[src/sv/tgaisp_pkg.sv]
// Shared types and constants of the TGA indexed stream parser.
package tgaisp_pkg;

    localparam int PALETTE_ENTRIES = 256;
    localparam int MAP_LEN_W = $clog2(PALETTE_ENTRIES + 1);
    localparam int HDR_BYTES = 18;
    localparam int BCNT_W = $clog2(HDR_BYTES);
    localparam int QUEUE_DEPTH = 4;
    localparam int QPTR_W = $clog2(QUEUE_DEPTH);

    localparam logic [7:0] TGA_TYPE_INDEXED = 8'd1;
    localparam logic [7:0] TGA_MAP_PRESENT = 8'd1;
    localparam logic [7:0] TGA_PIXEL_BITS = 8'd8;
    localparam logic [7:0] TGA_MAP_BITS = 8'd24;
    localparam logic [7:0] TGA_TOP_ORIGIN = 8'h20;

    localparam logic [2:0] KIND_HEADER = 3'd0;
    localparam logic [2:0] KIND_ERROR = 3'd1;
    localparam logic [2:0] KIND_PALETTE = 3'd2;
    localparam logic [2:0] KIND_FILL = 3'd3;
    localparam logic [2:0] KIND_PIXEL = 3'd4;

    localparam logic [2:0] ERR_NONE = 3'd0;
    localparam logic [2:0] ERR_TYPE = 3'd1;
    localparam logic [2:0] ERR_MAP_TYPE = 3'd2;
    localparam logic [2:0] ERR_PIXEL_BITS = 3'd3;
    localparam logic [2:0] ERR_MAP_BITS = 3'd4;
    localparam logic [2:0] ERR_DESCRIPTOR = 3'd5;
    localparam logic [2:0] ERR_SIZE = 3'd6;
    localparam logic [2:0] ERR_MAP_LENGTH = 3'd7;

    typedef enum logic [2:0] {
        PH_HEADER,
        PH_ID,
        PH_MAP,
        PH_PIXELS,
        PH_DONE,
        PH_ERROR
    } phase_t;

    typedef struct packed {
        logic [2:0]           kind;
        logic [2:0]           error_code;
        logic [15:0]          entry_or_x;
        logic [15:0]          pixel_row;
        logic [7:0]           value_or_red;
        logic [7:0]           green;
        logic [7:0]           blue;
        logic [15:0]          image_width;
        logic [15:0]          image_height;
        logic                 fill_after;
        logic [MAP_LEN_W-1:0] fill_start;
    } cmd_t;

endpackage

[src/sv/tgaisp_front.sv]
// Front end: takes file bytes, tracks the parse phase and issues result commands.
module tgaisp_front (
    input  logic                clk,
    input  logic                rst_n,
    input  logic                in_valid,
    output logic                in_ready,
    input  logic [7:0]          data_byte,
    input  logic                start_file,
    input  logic                q_full,
    output logic                q_push,
    output tgaisp_pkg::cmd_t    q_cmd
);

    tgaisp_pkg::phase_t                   phase_reg, phase_next;
    logic [tgaisp_pkg::BCNT_W-1:0]        byte_count_reg, byte_count_next;
    logic [7:0]                           header_reg [tgaisp_pkg::HDR_BYTES];
    logic [7:0]                           id_left_reg, id_left_next;
    logic [tgaisp_pkg::MAP_LEN_W-1:0]     map_length_reg, map_length_next;
    logic [tgaisp_pkg::MAP_LEN_W-1:0]     map_index_reg, map_index_next;
    logic [15:0]                          triple_reg, triple_next;
    logic [1:0]                           triple_pos_reg, triple_pos_next;
    logic [15:0]                          column_reg, column_next;
    logic [15:0]                          row_reg, row_next;

    tgaisp_pkg::phase_t                   ph;
    logic [tgaisp_pkg::BCNT_W-1:0]        bc;
    logic                                 accept;
    logic [15:0]                          hw, hh, hlen, pw, ph_h;
    logic [2:0]                           code;
    logic [tgaisp_pkg::MAP_LEN_W-1:0]     idx_inc;

    assign in_ready = !q_full;
    assign accept = in_valid && in_ready;
    assign ph = start_file ? tgaisp_pkg::PH_HEADER : phase_reg;
    assign bc = start_file ? '0 : byte_count_reg;
    assign hw = {header_reg[13], header_reg[12]};
    assign hh = {header_reg[15], header_reg[14]};
    assign hlen = {header_reg[6], header_reg[5]};
    assign pw = hw;
    assign ph_h = hh;
    assign idx_inc = map_index_reg + 1'b1;

    always_comb
    begin
        code = tgaisp_pkg::ERR_NONE;
        if (header_reg[2] != tgaisp_pkg::TGA_TYPE_INDEXED)
            code = tgaisp_pkg::ERR_TYPE;
        else if (header_reg[1] != tgaisp_pkg::TGA_MAP_PRESENT)
            code = tgaisp_pkg::ERR_MAP_TYPE;
        else if (header_reg[16] != tgaisp_pkg::TGA_PIXEL_BITS)
            code = tgaisp_pkg::ERR_PIXEL_BITS;
        else if (header_reg[7] != tgaisp_pkg::TGA_MAP_BITS)
            code = tgaisp_pkg::ERR_MAP_BITS;
        else if ((data_byte & ~tgaisp_pkg::TGA_TOP_ORIGIN) != 8'd0)
            code = tgaisp_pkg::ERR_DESCRIPTOR;
        else if (hw == 16'd0 || hh == 16'd0)
            code = tgaisp_pkg::ERR_SIZE;
        else if (hlen > 16'(tgaisp_pkg::PALETTE_ENTRIES))
            code = tgaisp_pkg::ERR_MAP_LENGTH;
    end

    always_comb
    begin
        phase_next = phase_reg;
        byte_count_next = byte_count_reg;
        id_left_next = id_left_reg;
        map_length_next = map_length_reg;
        map_index_next = map_index_reg;
        triple_next = triple_reg;
        triple_pos_next = triple_pos_reg;
        column_next = column_reg;
        row_next = row_reg;
        q_push = 1'b0;
        q_cmd = '0;
        if (accept)
        begin
            phase_next = ph;
            byte_count_next = bc;
            case (ph)
                tgaisp_pkg::PH_HEADER:
                begin
                    if (bc != tgaisp_pkg::BCNT_W'(tgaisp_pkg::HDR_BYTES - 1))
                    begin
                        byte_count_next = bc + 1'b1;
                    end
                    else
                    begin
                        byte_count_next = '0;
                        q_push = 1'b1;
                        if (code != tgaisp_pkg::ERR_NONE)
                        begin
                            q_cmd.kind = tgaisp_pkg::KIND_ERROR;
                            q_cmd.error_code = code;
                            phase_next = tgaisp_pkg::PH_ERROR;
                        end
                        else
                        begin
                            q_cmd.kind = tgaisp_pkg::KIND_HEADER;
                            q_cmd.image_width = hw;
                            q_cmd.image_height = hh;
                            map_length_next = hlen[tgaisp_pkg::MAP_LEN_W-1:0];
                            id_left_next = header_reg[0];
                            map_index_next = '0;
                            triple_pos_next = '0;
                            triple_next = '0;
                            if (header_reg[0] != 8'd0)
                                phase_next = tgaisp_pkg::PH_ID;
                            else if (hlen == 16'd0)
                            begin
                                q_cmd.fill_after = 1'b1;
                                column_next = '0;
                                row_next = '0;
                                phase_next = tgaisp_pkg::PH_PIXELS;
                            end
                            else
                                phase_next = tgaisp_pkg::PH_MAP;
                        end
                    end
                end
                tgaisp_pkg::PH_ID:
                begin
                    id_left_next = id_left_reg - 8'd1;
                    if (id_left_next == 8'd0)
                    begin
                        map_index_next = '0;
                        triple_pos_next = '0;
                        triple_next = '0;
                        if (map_length_reg == '0)
                        begin
                            q_push = 1'b1;
                            q_cmd.kind = tgaisp_pkg::KIND_FILL;
                            column_next = '0;
                            row_next = '0;
                            phase_next = tgaisp_pkg::PH_PIXELS;
                        end
                        else
                            phase_next = tgaisp_pkg::PH_MAP;
                    end
                end
                tgaisp_pkg::PH_MAP:
                begin
                    if (triple_pos_reg != 2'd2)
                    begin
                        if (triple_pos_reg == 2'd0)
                            triple_next[7:0] = data_byte;
                        else
                            triple_next[15:8] = data_byte;
                        triple_pos_next = triple_pos_reg + 2'd1;
                    end
                    else
                    begin
                        q_push = 1'b1;
                        q_cmd.kind = tgaisp_pkg::KIND_PALETTE;
                        q_cmd.entry_or_x = 16'(map_index_reg);
                        q_cmd.value_or_red = data_byte;
                        q_cmd.green = triple_reg[15:8];
                        q_cmd.blue = triple_reg[7:0];
                        triple_pos_next = '0;
                        triple_next = '0;
                        map_index_next = idx_inc;
                        if (idx_inc == map_length_reg)
                        begin
                            q_cmd.fill_after =
                                (16'(map_length_reg) < 16'(tgaisp_pkg::PALETTE_ENTRIES));
                            q_cmd.fill_start = map_length_reg;
                            column_next = '0;
                            row_next = '0;
                            phase_next = tgaisp_pkg::PH_PIXELS;
                        end
                    end
                end
                tgaisp_pkg::PH_PIXELS:
                begin
                    q_push = 1'b1;
                    q_cmd.kind = tgaisp_pkg::KIND_PIXEL;
                    q_cmd.entry_or_x = column_reg;
                    q_cmd.pixel_row = ((header_reg[17] & tgaisp_pkg::TGA_TOP_ORIGIN) != 8'd0)
                        ? row_reg : (ph_h - 16'd1 - row_reg);
                    q_cmd.value_or_red = data_byte;
                    column_next = column_reg + 16'd1;
                    if (column_next == pw)
                    begin
                        column_next = '0;
                        row_next = row_reg + 16'd1;
                        if (row_next == ph_h)
                            phase_next = tgaisp_pkg::PH_DONE;
                    end
                end
                default:
                begin
                end
            endcase
        end
    end

    always_ff @(posedge clk or negedge rst_n)
    begin
        if (!rst_n)
        begin
            phase_reg <= tgaisp_pkg::PH_HEADER;
            byte_count_reg <= '0;
            id_left_reg <= '0;
            map_length_reg <= '0;
            map_index_reg <= '0;
            triple_reg <= '0;
            triple_pos_reg <= '0;
            column_reg <= '0;
            row_reg <= '0;
            for (int i = 0; i < tgaisp_pkg::HDR_BYTES; i++)
                header_reg[i] <= '0;
        end
        else
        begin
            phase_reg <= phase_next;
            byte_count_reg <= byte_count_next;
            id_left_reg <= id_left_next;
            map_length_reg <= map_length_next;
            map_index_reg <= map_index_next;
            triple_reg <= triple_next;
            triple_pos_reg <= triple_pos_next;
            column_reg <= column_next;
            row_reg <= row_next;
            if (accept && ph == tgaisp_pkg::PH_HEADER)
                header_reg[bc] <= data_byte;
        end
    end

endmodule

[src/sv/tgaisp_cmd_fifo.sv]
// Short command queue between the front end and the result stage.
module tgaisp_cmd_fifo (
    input  logic             clk,
    input  logic             rst_n,
    input  logic             push,
    input  tgaisp_pkg::cmd_t push_cmd,
    output logic             full,
    input  logic             pop,
    output logic             not_empty,
    output tgaisp_pkg::cmd_t head_cmd
);

    tgaisp_pkg::cmd_t                  slot_reg [tgaisp_pkg::QUEUE_DEPTH];
    logic [tgaisp_pkg::QPTR_W-1:0]     wr_ptr_reg, rd_ptr_reg;
    logic [tgaisp_pkg::QPTR_W:0]       count_reg, count_next;
    logic                              do_push, do_pop;

    assign full = (count_reg == (tgaisp_pkg::QPTR_W+1)'(tgaisp_pkg::QUEUE_DEPTH));
    assign not_empty = (count_reg != '0);
    assign head_cmd = slot_reg[rd_ptr_reg];
    assign do_push = push && !full;
    assign do_pop = pop && not_empty;

    always_comb
    begin
        count_next = count_reg;
        if (do_push && !do_pop)
            count_next = count_reg + 1'b1;
        else if (do_pop && !do_push)
            count_next = count_reg - 1'b1;
    end

    always_ff @(posedge clk)
    begin
        if (do_push)
            slot_reg[wr_ptr_reg] <= push_cmd;
    end

    always_ff @(posedge clk or negedge rst_n)
    begin
        if (!rst_n)
        begin
            wr_ptr_reg <= '0;
            rd_ptr_reg <= '0;
            count_reg <= '0;
        end
        else
        begin
            count_reg <= count_next;
            if (do_push)
                wr_ptr_reg <= wr_ptr_reg + 1'b1;
            if (do_pop)
                rd_ptr_reg <= rd_ptr_reg + 1'b1;
        end
    end

endmodule

[src/sv/tgaisp_back.sv]
// Result stage: expands queued commands into result requests on the output register.
module tgaisp_back (
    input  logic                             clk,
    input  logic                             rst_n,
    input  logic                             q_not_empty,
    input  tgaisp_pkg::cmd_t                 q_head,
    output logic                             q_pop,
    output logic                             out_valid,
    input  logic                             out_ready,
    output tgaisp_pkg::cmd_t                 res,
    output logic                             res_last
);

    logic                                 valid_reg, valid_next;
    tgaisp_pkg::cmd_t                     res_reg, res_next;
    logic                                 last_reg, last_next;
    logic                                 pend_reg, pend_next;
    logic [tgaisp_pkg::MAP_LEN_W-1:0]     pend_start_reg, pend_start_next;
    logic                                 can_load;

    assign can_load = !valid_reg || out_ready;
    assign out_valid = valid_reg;
    assign res = res_reg;
    assign res_last = last_reg;

    always_comb
    begin
        valid_next = valid_reg;
        res_next = res_reg;
        last_next = last_reg;
        pend_next = pend_reg;
        pend_start_next = pend_start_reg;
        q_pop = 1'b0;
        if (can_load)
        begin
            if (pend_reg)
            begin
                res_next = '0;
                res_next.kind = tgaisp_pkg::KIND_FILL;
                res_next.entry_or_x = 16'(pend_start_reg);
                last_next = 1'b1;
                valid_next = 1'b1;
                pend_next = 1'b0;
            end
            else if (q_not_empty)
            begin
                q_pop = 1'b1;
                res_next = q_head;
                last_next = !q_head.fill_after;
                valid_next = 1'b1;
                pend_next = q_head.fill_after;
                pend_start_next = q_head.fill_start;
            end
            else
                valid_next = 1'b0;
        end
    end

    always_ff @(posedge clk or negedge rst_n)
    begin
        if (!rst_n)
        begin
            valid_reg <= 1'b0;
            pend_reg <= 1'b0;
        end
        else
        begin
            valid_reg <= valid_next;
            pend_reg <= pend_next;
        end
    end

    always_ff @(posedge clk)
    begin
        res_reg <= res_next;
        last_reg <= last_next;
        pend_start_reg <= pend_start_next;
    end

endmodule

[src/sv/tga_indexed_stream_parser.sv]
// Top level of the color-mapped 8-bit TGA stream parser.
// The parser takes one file byte per cycle. Each byte is classified in the
// front end in the cycle it is accepted, and any request it causes enters a
// four-entry command queue. The result stage issues one request per cycle while
// out_ready is high, so a byte that causes two requests (a header with no ID
// field and no map, or the last palette entry of a short map) has them issued one
// after the other; the queue absorbs these while input continues at one byte per
// cycle, and input stalls only when the queue is full.
module tga_indexed_stream_parser (
    input  logic        clk,
    input  logic        rst_n,
    input  logic        in_valid,
    output logic        in_ready,
    input  logic [7:0]  data_byte,
    input  logic        start_file,
    output logic        out_valid,
    input  logic        out_ready,
    output logic [2:0]  kind,
    output logic [2:0]  error_code,
    output logic [15:0] entry_or_x,
    output logic [15:0] pixel_row,
    output logic [7:0]  value_or_red,
    output logic [7:0]  green,
    output logic [7:0]  blue,
    output logic [15:0] image_width,
    output logic [15:0] image_height,
    output logic        last
);

    logic             q_full, q_push, q_pop, q_not_empty;
    tgaisp_pkg::cmd_t q_cmd, q_head, res;

    tgaisp_front u_front (
        .clk       (clk),
        .rst_n     (rst_n),
        .in_valid  (in_valid),
        .in_ready  (in_ready),
        .data_byte (data_byte),
        .start_file(start_file),
        .q_full    (q_full),
        .q_push    (q_push),
        .q_cmd     (q_cmd)
    );

    tgaisp_cmd_fifo u_fifo (
        .clk      (clk),
        .rst_n    (rst_n),
        .push     (q_push),
        .push_cmd (q_cmd),
        .full     (q_full),
        .pop      (q_pop),
        .not_empty(q_not_empty),
        .head_cmd (q_head)
    );

    tgaisp_back u_back (
        .clk        (clk),
        .rst_n      (rst_n),
        .q_not_empty(q_not_empty),
        .q_head     (q_head),
        .q_pop      (q_pop),
        .out_valid  (out_valid),
        .out_ready  (out_ready),
        .res        (res),
        .res_last   (last)
    );

    assign kind = res.kind;
    assign error_code = res.error_code;
    assign entry_or_x = res.entry_or_x;
    assign pixel_row = res.pixel_row;
    assign value_or_red = res.value_or_red;
    assign green = res.green;
    assign blue = res.blue;
    assign image_width = res.image_width;
    assign image_height = res.image_height;

    a_fill_is_last: assert property (@(posedge clk) disable iff (!rst_n)
        out_valid && kind == tgaisp_pkg::KIND_FILL |-> last)
        else $error("Fill request without last flag.");

    a_code_only_on_error: assert property (@(posedge clk) disable iff (!rst_n)
        out_valid && kind != tgaisp_pkg::KIND_ERROR |-> error_code == tgaisp_pkg::ERR_NONE)
        else $error("Error code on a request that is not an error.");

    a_fill_follows: assert property (@(posedge clk) disable iff (!rst_n)
        out_valid && out_ready && !last &&
        (kind == tgaisp_pkg::KIND_HEADER || kind == tgaisp_pkg::KIND_PALETTE)
        |=> out_valid && kind == tgaisp_pkg::KIND_FILL)
        else $error("Fill request did not follow its first request.");

endmodule
[config.mk]
export PLATFORM = sky130hd
export DESIGN_NAME = tga_indexed_stream_parser
export DESIGN_NICKNAME = d
export VERILOG_FILES = /design/src/sv/tgaisp_pkg.sv /design/src/sv/tgaisp_front.sv /design/src/sv/tgaisp_cmd_fifo.sv /design/src/sv/tgaisp_back.sv /design/src/sv/tga_indexed_stream_parser.sv
export SDC_FILE = /design/constraint.sdc
export NUM_CORES = 1
export LEC_CHECK = 0
export BUFFER_PORTS_ARGS = -buffer_cell sky130_fd_sc_hd__buf_2
export CAP_MARGIN = 30
export CORE_MARGIN = 5
export CORE_UTILIZATION = 50
export CTS_BUF_LIST = sky130_fd_sc_hd__clkbuf_4
export DETAILED_ROUTE_END_ITERATION = 8
export HOLD_SLACK_MARGIN = 0.02
export PLACE_DENSITY = 0.77
export SYNTH_ARGS = -nofsm -noshare
export SYNTH_HDL_FRONTEND = slang
export SYNTH_SLANG_ARGS = --single-unit
export TNS_END_PERCENT = 20
[constraint.sdc]
create_clock -name clk -period 11.4 [get_ports clk]
set_clock_uncertainty 0.05 [all_clocks]
set_input_delay 1.14 -clock clk [delete_from_list [all_inputs] [get_ports clk]]
set_output_delay 1.14 -clock clk [all_outputs]
set_load 0.01 [all_outputs]
-- Word-level counts from Yosys, hierarchy flattened
Memories as Yosys holds them, arrays and structs flattened.
Cells that the tools add are included.
- register bits: 341
- memory bits (writable): 416
- input port bits: 13
- output and inout port bits: 97
- word-level logic and storage cells: 231
- memories: 1
- add/sub/neg operators: 12
- magnitude comparators: 4
- equality and inequality tests: 24
- multiplexer cells: 101
- bitwise logic cells: 4
- reductions and logical operators: 40
- memories (name ; words ; width ; rd ports ; clocked after memory_dff ; write ports ; RTL line ; text):
    u_fifo.slot_reg ; 4 ; 104 ; 1 ; 0 ; 1 ; tgaisp_cmd_fifo.sv:13 ; tgaisp_pkg::cmd_t slot_reg [tgaisp_pkg::QUEUE_DEPTH];
- operators with widths (operator ; count):
    16-bit two-way mux ; 17
    104-bit two-way mux ; 2
    144-bit bitwise mux ; 1
    16-bit one-hot mux with 4 select lines ; 2
    91-bit two-way mux ; 1
    33-bit two-way mux ; 2
    3-bit two-way mux ; 20
    9-bit two-way mux ; 6
    16-bit logical NOT ; 3
    16-bit one-hot mux with 3 select lines ; 1
    8-bit demux with 5-bit select ; 1
    8-bit two-way mux ; 5
    16-bit by 1-bit adder with 16-bit output (second input constant) ; 2
    16-bit == test ; 2
    32-bit two-way mux ; 1
    16-bit one-hot mux with 2 select lines ; 1
    8-bit one-hot mux with 2 select lines ; 2
    9-bit one-hot mux with 3 select lines ; 1
    24-bit two-way mux ; 1
    3-bit one-hot mux with 4 select lines ; 2
    10-bit two-way mux ; 2
    1-bit two-way mux ; 19
    6-bit AND reduction ; 3
    16-bit by 9-bit > comparator with 1-bit output (second input constant) ; 1
    other kinds (47) ; 87

-- Logic depth before layout (Yosys ltp)
Gate-level depths: netlist of the first run.
- depth in word-level cells: 13
- depth in mapped cells: 14
- depth with buffers taken out: 13

-- Hierarchy
A second synthesis of the first run with hierarchy kept.
- cells, all modules: 1983
- area total of the unflattened synthesis: 30573.1 um^2
- modules (own cells, without submodules) (module ; instances ; cells an instance ; area an instance (um^2) ; sequential area each (um^2)):
    tgaisp_cmd_fifo ; 1 ; 579 ; 15409.8 ; 12667.1
    tgaisp_front ; 1 ; 1163 ; 10846.7 ; 4329.2
    tgaisp_back ; 1 ; 241 ; 4316.6 ; 3473.3

-- Worst setup path before layout of the first run
No wires, ideal clock.
- path kind: input -> register
- start point: input port out_ready
- end point: register u_back.res_reg, in the netlist u_back.res[100], enable pin
- setup time: 0.549 ns
- arrival time: 5.173 ns
- data required time: 10.801 ns
- slack: 5.628 ns
- stages: 2
- cells stage by stage: nor2b_1 nor2_1
- longest elaborated chain between the ends: 2
- ends and longest elaborated chain (what ; RTL line ; text):
    start: declaration ; tga_indexed_stream_parser.sv:17 ; input logic out_ready,
    1-bit logical OR ; tgaisp_back.sv:21 ; assign can_load = !valid_reg || out_ready;
    2-bit AND reduction (no line) ; n/a ;
    end signal: assignment ; tgaisp_back.sv:75 ; res_reg <= res_next;
    end: declaration ; tgaisp_back.sv:15 ; tgaisp_pkg::cmd_t res_reg, res_next;
Every way passes these cells.
A chain may end at the register's enable or synchronous reset.

-- Worst setup path after layout of the first run
- start point: register u_front.column_reg[0]
- end point: register u_front.column_reg[13]
- longest elaborated chain between the ends: 4
- ends and longest elaborated chain (what ; RTL line ; text):
    start: declaration ; tgaisp_front.sv:22 ; logic [15:0] column_reg, column_next;
    start signal: assignment ; tgaisp_front.sv:221 ; column_reg <= column_next;
    16-bit by 1-bit adder with 16-bit output (*) ; tgaisp_front.sv:180 ; column_next = column_reg + 16'd1;
    16-bit == test ; tgaisp_front.sv:181 ; if (column_next == pw)
    16-bit two-way mux (*) ; tgaisp_front.sv:181 ;
    16-bit one-hot mux with 4 select lines (*) ; tgaisp_front.sv:79 ; case (ph)
Every way passes the cells marked *; elsewhere a longest branch is shown, timed or not.

==> flow_summary_export.csv, run 1 <==
group,metric,value,unit
outcome,status,"finished, final reports clean",
pwr,swShare,29.2,%
pwr,power.internal,4.99,mW
logic_synthesis,synthArstFlopShare,25.9,%
floorplanning,start_util,50.4,%
min_path,hold_class,"flip-flop to flip-flop",
global_route,grt_antenna_before_repair,8,
final_layout,nNetsFinal,2241,
clock_tree,numCtsBuffers,171,
final_layout,final_common_cell,"edfxtp_1",
placement,gp_congestion,0.948,
clock_tree,cts_tree,"done",
min_path,worstHoldStart,"u_front.triple_reg[3]",
detailed_routing,drc,0,
logic_synthesis,yosys.area.top_type,"edfxtp_1",
logic_synthesis,ys_seq_elements,702,
logic_synthesis,ys_seq_area_share,66.3,%
setup_path,arrival,5.53,ns
logic_synthesis,synth_area_leaders,"edfxtp_1 (51%), dfrtp_1 (15%), mux4_2 (7.7%), mux2_2 (3.9%), nor2b_1 (1.9%)",
logic_synthesis,ys_warn_count,0,
final_layout,mostFrequentLayoutCells,"edfxtp_1 (520), clkbuf_4 (246), dfrtp_1 (179)",
logic_synthesis,synth-edff-count,520,
pwr,power,7.04,mW
detailed_routing,antenna_left,0,
timing,setup_violations,0,
setup_path,startpoint,"u_front.column_reg[0]",
logic_synthesis,ys_dominant_reg_cell,"edfxtp_1",
timing,hold_viol,0,
pwr,irDropWorstVdd,0.108,mV
timing,fin_crit_sh,41.6,%
floorplanning,coreArea,60400,um2
timing,finalCriticalPeriod,4.74,ns
final_layout,final_area,34000,um2
run,drv_cap,0,
floorplanning,boundaryPins,110,
timing,fmax,0.211,GHz
setup_path,start_kind,"flip-flop",
final_layout,drive_above_1_share,28.0,%
setup_path,crit_path_end_kind,"flip-flop",
global_route,grt_pass1_vias,18700,
floorplanning,fp.dieW,257,um
timing,slew_headroom,28.7,%
clock_tree,cts.htree.levels,4,
clock_tree,clk_latency,1.01,ns
timing,grt_setup_unrepaired,"false",
placement,placedCellCount,2802,
pwr,p_sw,2.06,mW
detailed_routing,wl_per_cell,21.8,um
timing,slew_viol_final,0,
pwr,power_frac_seq,48.4,%
pwr,p_clk_share,29.2,%
detailed_routing,dr.pass1.iters,6,
logic_synthesis,synthesis.nets,2041,
clock_tree,cts_root_buf,"clkbuf_4",
final_layout,stdcell_count,3121,
final_layout,largest_reg_flops,416,
logic_synthesis,synth_area_per_cell,15.2,um2
final_layout,areaGrowthSynthToFinish,11.9,%
placement,dp_hpwl,43800,um
logic_synthesis,syn_inst,1997,
global_route,gr-usage-all-layers,20.8,%
floorplanning,die_y,257,um
placement,placed_area,31700,um2
timing,fin_ws,6.66,ns
clock_tree,clk_path_buf_depth,3,
final_layout,fin_util,56.4,%
pwr,p_comb_share,22.3,%
global_route,grt_pass1_wl,108000,um
setup_path,crit_type,"flip-flop to flip-flop",
pwr,p_leak,12.7,nW
clock_tree,clk_pin_slew_worst_paths,0.07,ns
detailed_routing,via_per_inst,5.85,
floorplanning,die-area,65900,um2
timing,whs,0.432,ns
pwr,p_per_area,207,nW/um2
placement,port-buffer-count,109,
timing,setup_tns,0,ns
timing,worst_slew_pin_slew,1.07,ns
detailed_routing,vias,18300,
setup_path,cp.required,12.19,ns
detailed_routing,routed_wl,67900,um
global_route,grt_overflow,0,
logic_synthesis,synth_top_area_share,51.3,%
setup_path,r2r-start,"u_front.column_reg[0]",
clock_tree,clock_sinks,702,
global_route,grt_max_degree,84,
setup_path,crit_fanout,15,
detailed_routing,first_iter_violations,1761,
placement,pre_cts_ws,6.18,ns
logic_synthesis,syn_area,30400,um2
logic_synthesis,synth_cell_types,81,
floorplanning,rows,90,
==> power by group through the flow <==
stage | registers [mW] | clock network [mW] | logic (mW)
floorplan | 3.44 | 0 | 1.07
global placement | 3.45 | 0 | 1.56
detailed placement | 3.46 | 0 | 1.59
CTS | 3.41 | 2.12 | 1.60
global route | 3.45 | 2.28 | 1.72
finish | 3.41 | 2.06 | 1.57
==> synth_stat cells (all sizes together) (25+ instances only) <==
cell    number
a21oi       66
and2        76
and3        28
buf         28
clkbuf      79
dfrtp      182
edfxtp     520
ha          29
inv         39
mux2       126
mux4       104
nand2       95
nand3       41
nor2        73
nor2b       91
nor3        25
nor4        35
o21ai       54
xnor2       46
xor2        26
==> repair_timing <==
action,4_1_cts,5_1_grt
gates resized for setup,0,0
hold endpoints to repair,36,0
buffers inserted,0,0
hold buffers,1,0
==> critical path, cell delays in order (launching register included) <==
cell	delay, ns
dfrtp_1	0.52
ha_1	0.38
nand2_1	0.19
or3_1	0.53
xor2_1	0.23
a2111oi_4	0.93
and3_1	0.82
or3_1	0.78
o21ai_1	0.15
==> cell type report <==
| class | count | area (um2) |
|---|---|---|
| flip-flops and latches | 702 | 20200 |
| multi-input cells | 1148 | 9710 |
| repair buffers | 134 | 786 |
| diodes | 4 | 10.0 |
| clock inverters | 65 | 375 |
| inverters | 40 | 150 |
| well taps | 782 | 978 |
| clock buffers | 246 | 1850 |
| fillers | 4727 | 26300 |
==> logic make-up (layout without fill, tap and decap cells) <==
group / count (synthesis) / in the layout / synth area share, %
AOI/OAI and AO/OA: 252 / 252 / 5.61
xor gates and xnor gates: 72 / 72 / 2.07
adders and majority gates: 31 / 31 / 1.32
buffers and inverters: 147 / 485 / 1.92
DFF: 702 / 702 / 66.3
muxes: 234 / 234 / 12.5
other: 0 / 4 / 0
and+or+nand+nor: 559 / 559 / 10.3
==> worst paths after layout <==
| check | slack (ns) | end | cells past startpoint |
|---|---|---|---|
| min | 0.43 | u_front.triple_reg[3] | 1 |
| min in group asynchronous | 0.65 | u_front.row_reg[4] | 2 |
| max | 6.66 | u_front.column_reg[13] | 8 |
| min reg2reg | 0.43 | u_front.triple_reg[3] | 1 |
| max in group asynchronous | 9.14 | u_back.pend_reg | 3 |
| max reg2reg | 6.66 | u_front.column_reg[13] | 8 |
==> per-layer routing <==
layer	GRT usage (%)	wire, um	vias up
met5	0	26	-
met4	6.29	1560	4
met3	6.01	4800	117
met2	33.3	33200	658
met1	28.2	28300	9287
li1	-	-	8194
Power figures use the tool's default switching activity.
==> run 2, diff against run 1 <==
PLACE_DENSITY = 0.79   (was 0.77)
clock period = 4.05 ns   (was 11.4 ns; I/O delays follow)
==> run 2 against run 1 <==
Effect of this change:
- sequential share of layout area decreased by 0.68 points
- sequential power increased to 2.8 times the previous value
- final cell count increased by 0.90%
- first-iteration DRC count rose by 0.97%
- global-route usage rose by 0.18 points
- combinational power grew to 2.8 times the previous value
- power grew to 2.8 times the previous value
- die area unchanged
- hold slack worse by 0.12 ns
- critical path type unchanged
- critical endpoint is now u_front.row_reg[6]
==> flow_summary_export.csv, run 2 (same netlist as run 1, synthesis figures left out) <==
group,metric,value,unit
outcome,status,"finished, final reports clean",
timing,setup_violations,0,
detailed_routing,dr.pass1.iters,5,
clock_tree,clk_pin_slew_worst_paths,0.07,ns
clock_tree,cts.htree.levels,4,
clock_tree,clk_latency,1.03,ns
floorplanning,boundaryPins,110,
min_path,hold_class,"input pin to flip-flop",
floorplanning,start_util,50.4,%
detailed_routing,vias,18600,
floorplanning,fp.dieW,257,um
final_layout,mostFrequentLayoutCells,"edfxtp_1 (520), clkbuf_4 (242), dfrtp_1 (179)",
timing,finalCriticalPeriod,3.57,ns
global_route,grt_overflow,0,
detailed_routing,wl_met1,28200,um
floorplanning,coreArea,60400,um2
clock_tree,clock_sinks,702,
timing,slew_headroom,39.3,%
setup_path,crit_chain,"ha_1 > nand2_1 > nor4_1 > xnor2_1 > nor4_4 > buf_4 > and3_1 > nand2_1 > o41ai_1",
timing,fmax,0.280,GHz
final_layout,areaGrowthSynthToFinish,13.2,%
setup_path,start_kind,"flip-flop",
global_route,grt_max_degree,96,
placement,gp_congestion,0.962,
pwr,power,19.8,mW
detailed_routing,top_layer,"met5",
global_route,grt_pass1_wl,109000,um
final_layout,fillers,4582,
global_route,grt_antenna_before_repair,5,
final_layout,stdcell_count,3149,
floorplanning,die-area,65900,um2
setup_path,cp_top_family,"simple AND/OR/NAND/NOR gates",
detailed_routing,via_per_inst,5.90,
clock_tree,numCtsBuffers,166,
pwr,p_per_area,576,nW/um2
timing,grt_setup_unrepaired,"false",
clock_tree,cts_resized,0,
pwr,irDropWorstVdd,0.291,mV
placement,port-buffer-count,109,
setup_path,slowest_stage,"dfrtp_1",
setup_path,path_buf_inv,1,
clock_tree,post_cts_buffers,0,
pwr,p_leak,12.9,nW
final_layout,largest_reg_flops,416,
setup_path,crit_fanout,15,
timing,fin_crit_sh,88.2,%
detailed_routing,met2WireLength,33900,um
clock_tree,clk_path_buf_depth,3,
setup_path,cp.required,4.86,ns
timing,setup_tns,0,ns
placement,dp_hpwl,45300,um
setup_path,path_common_cell,"nand2_1",
placement,placedCellCount,2835,
final_layout,nNetsFinal,2281,
detailed_routing,wl_met3,4930,um
final_layout,final_common_cell,"edfxtp_1",
detailed_routing,antenna_left,0,
clock_tree,cts_tree,"done",
timing,whs,0.311,ns
setup_path,crit_path_end_kind,"flip-flop",
floorplanning,die_y,257,um
setup_path,slowest_delay,0.52,ns
timing,fin_ws,0.479,ns
final_layout,drive_above_1_share,28.7,%
setup_path,crit_type,"flip-flop to flip-flop",
global_route,gr-usage-all-layers,21.0,%
detailed_routing,drc,0,
timing,slew_viol_final,0,
detailed_routing,wl_per_cell,22.0,um
timing,hold_viol,0,
setup_path,arrival,4.39,ns
global_route,grt_pass1_vias,19000,
run,drv_cap,0,
detailed_routing,first_iter_violations,1778,
clock_tree,cts_root_buf,"clkbuf_4",
placement,pre_cts_ws,0.513,ns
timing,worst_slew_pin_slew,0.904,ns
detailed_routing,routed_wl,69200,um
floorplanning,rows,90,
run 2: cell type report:
| cell class | count | area (um2) | area share (%) |
|---|---|---|---|
| Inverter | 40 | 150 | 0.436 |
| Tap cell | 782 | 978 | 2.84 |
| Sequential cell | 702 | 20200 | 58.6 |
| Timing Repair Buffer | 179 | 1250 | 3.62 |
| Clock inverter | 53 | 348 | 1.01 |
| Clock buffer | 242 | 1820 | 5.28 |
| Antenna cell | 3 | 7.51 | 0.0218 |
| Multi-Input combinational cell | 1148 | 9700 | 28.2 |
run 2: layer usage:
metal  track usage [%]  up-vias
met1              27.8     9363
li1                  -     8260
met2              33.9      768
met3              5.23      171
met5                 0        -
met4              8.25        4
run 2: worst paths after layout:
check                                    endpoint  slack [ns]  depth (start not counted)             startpoint
min in group asynchronous  u_front.header_reg[11]        0.50                          4                  rst_n
min reg2reg                 u_front.triple_reg[5]        0.43                          1  u_front.triple_reg[5]
max in group asynchronous    u_fifo.rd_ptr_reg[0]        3.03                          4                  rst_n
max reg2reg                    u_front.row_reg[6]        0.48                          9  u_front.column_reg[0]
max                            u_front.row_reg[6]        0.48                          9  u_front.column_reg[0]
min                              u_back.out_valid        0.31                          4              out_ready
run 2: repair_timing:
action                     CTS  global route
hold endpoints to repair   311             0
hold buffers                16             0
setup endpoints to repair    0             0
run 2: metrics by stage:
| stage | utilization [%] | area [um2] |
|---|---|---|
| global placement | 53.1 | 32100 |
| floorplan | - | 30400 |
| detailed placement | 53.2 | 32100 |
| global route | 57.0 | 34400 |
| CTS | 57.0 | 34400 |
| finish | 57.0 | 34400 |
run 2: worst reg2reg max path, stage by stage (launching register included):
cell	delay (ns)
dfrtp_1	0.52
ha_1	0.36
nand2_1	0.18
nor4_1	0.52
xnor2_1	0.19
nor4_4	0.31
buf_4	0.30
and3_1	0.38
nand2_1	0.29
o41ai_1	0.35
run 2: report_power, final:
part,total (mW),internal (mW),switching (mW)
clock,5.76,3.02,2.74
combinational,4.41,2.19,2.21
sequential,9.68,8.93,0.745
